<file path="config.mk">
export PLATFORM = sky130hd
export DESIGN_NAME = lobm_front
export DESIGN_NICKNAME = d
export VERILOG_FILES = /design/src/rtl/core/lobm_pkg.sv /design/src/rtl/core/lobm_front.sv
export SDC_FILE = /design/constraint.sdc
export NUM_CORES = 1
export LEC_CHECK = 0
export BUFFER_PORTS_ARGS = -buffer_cell sky130_fd_sc_hd__buf_4
export CORE_ASPECT_RATIO = 0.7
export CORE_MARGIN = 8
export CORE_UTILIZATION = 56
export CTS_CLUSTER_DIAMETER = 40
export DETAILED_ROUTE_END_ITERATION = 10
export HOLD_SLACK_MARGIN = 0.12
export PLACE_DENSITY = 0.92
export SLEW_MARGIN = 20
export SYNTH_ARGS = -nofsm -noshare
export SYNTH_HDL_FRONTEND = slang
export SYNTH_SLANG_ARGS = --single-unit
</file>
<file path="constraint.sdc">
create_clock -name aclk -period 10.7 [get_ports aclk]
set_clock_uncertainty 0.05 [all_clocks]
set_input_delay 1.605 -clock aclk [delete_from_list [all_inputs] [get_ports aclk]]
set_output_delay 1.605 -clock aclk [all_outputs]
set_load 0.02 [all_outputs]
</file>
<file path="src/rtl/core/lobm_pkg.sv">
package lobm_pkg;

    localparam int ORDERS    = 2048;
    localparam int SLOT_W    = $clog2(ORDERS);
    localparam int LINK_W    = SLOT_W + 1;
    localparam int LEVELS    = 1024;
    localparam int LVL_W     = $clog2(LEVELS);
    localparam int BOOK_AW   = LVL_W + 1;
    localparam int IDS       = 65536;
    localparam int ID_W      = $clog2(IDS);
    localparam int MAX_FILLS = 63;
    localparam int FILL_W    = $clog2(MAX_FILLS + 1);
    localparam int VOL_W     = 24;
    localparam int OWNER_W   = 16;
    localparam int CFG_W     = 11;
    localparam int DATA_W    = 72;

    localparam logic [LINK_W-1:0] NIL               = LINK_W'(ORDERS);
    localparam logic [CFG_W-1:0]  PRICE_LIMIT_RESET = CFG_W'(1024);

    typedef enum logic [2:0] {
        KIND_TRADE    = 3'd0,
        KIND_RESTED   = 3'd1,
        KIND_FILLED   = 3'd2,
        KIND_PRICE    = 3'd3,
        KIND_FULL     = 3'd4,
        KIND_CANCEL   = 3'd5,
        KIND_UNKNOWN  = 3'd6,
        KIND_LIMIT    = 3'd7
    } kind_t;

    typedef enum logic [1:0] {
        CL_ORDER  = 2'd0,
        CL_CANCEL = 2'd1,
        CL_REJECT = 2'd2
    } cls_t;

    typedef struct packed {
        cls_t               cls;
        logic               side;
        logic [OWNER_W-1:0] owner;
        logic [LVL_W-1:0]   price;
        logic [VOL_W-1:0]   volume;
        logic [ID_W-1:0]    order_ref;
    } cmd_t;

    typedef struct packed {
        logic [OWNER_W-1:0] owner;
        logic [ID_W-1:0]    book_id;
        logic [LVL_W-1:0]   level;
        logic               side;
        logic [VOL_W-1:0]   remaining;
        logic               used;
    } slot_rec_t;

    typedef struct packed {
        logic [LINK_W-1:0] head;
        logic [LINK_W-1:0] tail;
    } head_tail_t;

    typedef struct packed {
        kind_t              kind;
        logic [OWNER_W-1:0] counter_owner;
        logic [VOL_W-1:0]   amount;
        logic [LVL_W-1:0]   trade_level;
        logic [ID_W-1:0]    book_id;
        logic               last;
    } result_t;

endpackage

</file>
<file path="src/rtl/core/lobm_front.sv">
module lobm_front import lobm_pkg::*; (
    input  logic              aclk,
    input  logic              aresetn,
    input  logic              s_tvalid,
    output logic              s_tready,
    input  logic [DATA_W-1:0] s_tdata,
    input  logic              s_tuser,
    input  logic              cfg_valid,
    output logic              cfg_ready,
    input  logic [CFG_W-1:0]  cfg_data,
    input  logic              hold,
    output logic              q_valid,
    input  logic              q_ready,
    output cmd_t              q_item
);

    logic [CFG_W-1:0] price_limit_reg;
    cmd_t             q_mem_reg [2];
    logic             wr_ptr_reg, rd_ptr_reg;
    logic [1:0]       cnt_reg;
    cmd_t             in_item;
    logic             push, pop;

    assign cfg_ready = 1'b1;

    always_comb begin
        in_item.side      = s_tdata[0];
        in_item.owner     = s_tdata[16:1];
        in_item.price     = s_tdata[26:17];
        in_item.volume    = s_tdata[50:27];
        in_item.order_ref = s_tdata[66:51];
        if (s_tuser) begin
            in_item.cls = CL_CANCEL;
        end else if ({1'b0, in_item.price} >= price_limit_reg) begin
            in_item.cls = CL_REJECT;
        end else begin
            in_item.cls = CL_ORDER;
        end
    end

    assign s_tready = (cnt_reg != 2'd2) && !hold;
    assign push     = s_tvalid && s_tready;
    assign q_valid  = cnt_reg != 2'd0;
    assign q_item   = q_mem_reg[rd_ptr_reg];
    assign pop      = q_valid && q_ready;

    always_ff @(posedge aclk) begin
        if (!aresetn) begin
            price_limit_reg <= PRICE_LIMIT_RESET;
            wr_ptr_reg      <= 1'b0;
            rd_ptr_reg      <= 1'b0;
            cnt_reg         <= 2'd0;
        end else begin
            if (cfg_valid && cfg_ready) begin
                price_limit_reg <= cfg_data;
            end
            if (push) begin
                wr_ptr_reg <= ~wr_ptr_reg;
            end
            if (pop) begin
                rd_ptr_reg <= ~rd_ptr_reg;
            end
            cnt_reg <= cnt_reg + {1'b0, push} - {1'b0, pop};
        end
        if (push) begin
            q_mem_reg[wr_ptr_reg] <= in_item;
        end
    end

endmodule

</file>
==> out/results.txt <==
most frequent cells in the layout: buf_4, edfxtp_1, mux2_2
IO Port Bufs: 155
crit path cell chain: buf_4 -> a21oi_1 -> buf_4
power per cell area: 222 nW/um^2
max FFs per register: 138
number of placed I/O pins: 162
final worst slack: 6.97 ns
vias in the first global route: 3657
drt drc: 0
insertion delay to the later sink of the worst-skew pair: 0.40 ns
Peak VDD IR: 0.000153 V
Distinct cells, synth: 28
critical path's slowest cell: a21oi_1
HP Class: flip-flop to flip-flop
Hold EP: price_limit_reg[10]$_SDFFE_PN1P_
type of origin of the critical path: primary input
die area: 14200 sq um
Slew HR: 32.4%
worst hold path startpoint: price_limit_reg[10]$_SDFFE_PN1P_
post-cts gate resize count: 0
CTS H-Tree Depth: 4
hpwl dp: 7970 um
RSZ-0062 raised after global routing: false
area of the multi-input gates: 1350 sq um
final hold viol count: 0
commonest non-fill, non-tap cell in the layout: buf_4
Setup Viol. Count Final: 0
Crit path arrival time: 2.08 ns
Nets: 579
M3 GR Usage: 7.98%
routability cong.: 0.738
Starting Density: 57.4%
register area share after synthesis: 75.3%
r2r setup slk: 8.11 ns
Reg-to-Reg End: q_mem_reg[0][33]$_DFFE_PP_
Setup TNS: 0 ns
Fillers: 625
CTS tree: built
site row count: 31
measured slew at the worst slew-check pin: 1.01 ns
Clock Tree Root: clkbuf_16
n_diodes: 0
# hold bufs at CTS: 0
CP peak stage delay: 0.18 ns
R2R depth: 4
Async SR Flop Fraction: 0%
outcome: finished clean
#FFs+latches synth: 154
post-CTS setup buffer count: 0
min Tclk post-route: 3.73 ns
drt wl/cell: 19.6 um
hold path cells: 2
Syn Area/Cell: 18.9 sq um
gr usage total: 17.7%
Clock Path Buffers: 2
Leakage: 2.98 nW
clock sink count: 154
DP Worst Slack: 6.80 ns
CTS buffer count: 17
CTS clk-pin slew, worst paths: 0.06 ns
crit-path max FO: 2
Die Y: 102 um
die width: 139 um
area of the core: 10300 sq um
Synth Cell Area: 5930 sq um
initial antenna violation count: 0
most used cell, CP: buf_4
global-route wire length before repair: 19100 um
pin count of the biggest net entering global routing: 70
Setup CP Type: primary input to output port
Critical Path Sink Type: output port
met2 Use GR: 29.5%
Tcrit/Tclk final: 34.9%
data required time at the worst endpoint: 9.05 ns
Post-synth EDFFs: 138
WL final: 12200 um
vias per cell: 5.21
Iter 0 DRT Violations: 162
share of cells above drive strength 1: 52.9%
Ys Warns: 0
Final ANT Viol Nets: 0
R2R Path Start: cnt_reg[0]$_SDFF_PN0_
max-slew violation count: 0
drt pass-1 iters: 4
met1 usage: 20.8%
busiest grt layer: met2
Syn Nets: 415
via count: 3243
Max Clock Freq: 268 MHz
Synth Flop Type: edfxtp_1
Sequential Area: 4470 sq um
Max-Cap Viols: 0
gr ovfl total: 0
Area Overhead vs Synth: 31.0%
cells after synthesis: 313
==> power breakdown <==
group	total [mW]	switching, mW	internal [mW]
combinational	0.399	0.193	0.207
clock	0.567	0.227	0.340
sequential	0.756	0.0491	0.706
total	1.72	0.468	1.25
==> how the worst max path moves through the flow <==
stage / start / end / slack, ns
6_report: hold / s_tready / 6.97
2_1_floorplan: hold / q_mem_reg[0][0]$_DFFE_PP_ / 5.34
5_1_grt: flip-flop / q_item[20] / 6.90
4_1_cts: flip-flop / q_item[20] / 6.96
3_5_place_dp: hold / q_mem_reg[0][21]$_DFFE_PP_ / 6.80
3_3_place_gp: hold / q_mem_reg[0][21]$_DFFE_PP_ / 6.86
==> critical path: cells and delay by family <==
kind            cells  cell delay [ns]
compound gates      1             0.18
buf+inv             2             0.29
==> cell type report <==
cell class | instances | area share [%]
inverter | 13 | 0.628
sequential | 154 | 57.5
tap | 132 | 2.13
clock buffer | 19 | 5.57
multi-input combinational | 135 | 17.4
timing repair buffer | 156 | 15.1
clock inverter | 13 | 1.66
==> routing by layer <==
metal,vias to the layer above,routed length [um]
met2,130,6030
li1,1510,-
met4,0,73
met5,-,0
met1,1594,5100
met3,9,991
==> Yosys cell counts (2+ instances only) <==
| cell type | count | area (sq um) |
|---|---|---|
| edfxtp_1 | 138 | 4140 |
| mux2_2 | 59 | 664 |
| dfxtp_1 | 16 | 320 |
| inv_1 | 13 | 48.8 |
| nor2b_1 | 13 | 81.3 |
| ha_1 | 12 | 150 |
| mux2i_1 | 11 | 110 |
| mux2_4 | 10 | 150 |
| a21oi_1 | 6 | 30.0 |
| buf_2 | 6 | 30.0 |
| nand2_1 | 4 | 15.0 |
| and2_1 | 3 | 18.8 |
| buf_6 | 3 | 33.8 |
| nor2_1 | 3 | 11.3 |
| o21ai_0 | 2 | 10.0 |
| xnor2_1 | 2 | 17.5 |
==> logic make-up (layout without fill, tap and decap cells) <==
| logic type | Yosys count | after routing | share of synthesized area (%) |
|---|---|---|---|
| AO/OA/AOI/OAI | 12 | 12 | 1.22 |
| XOR/XNOR | 3 | 3 | 0.570 |
| adder cells (fa/ha/maj) | 12 | 12 | 2.53 |
| buffers and inverters | 24 | 201 | 2.09 |
| flip-flops | 154 | 154 | 75.3 |
| multiplexers | 80 | 80 | 15.6 |
| other | 1 | 1 | 0.0633 |
| AND/OR/NAND/NOR | 27 | 27 | 2.60 |
==> stage by stage <==
step                util (%)  power [mW]  cells  hold slack [ns]  area (sq um)
global placement        69.8        1.16    590            0.433          7200
CTS                     75.3        1.74    622            0.476          7770
detailed placement      69.8        1.17    590            0.453          7200
floorplan                  -        1.01    313            0.415          5930
finish                  75.3        1.72    622            0.473          7770
global route            75.3        1.79    622            0.506          7770
No activity file was read; power rests on OpenSTA's default activity.
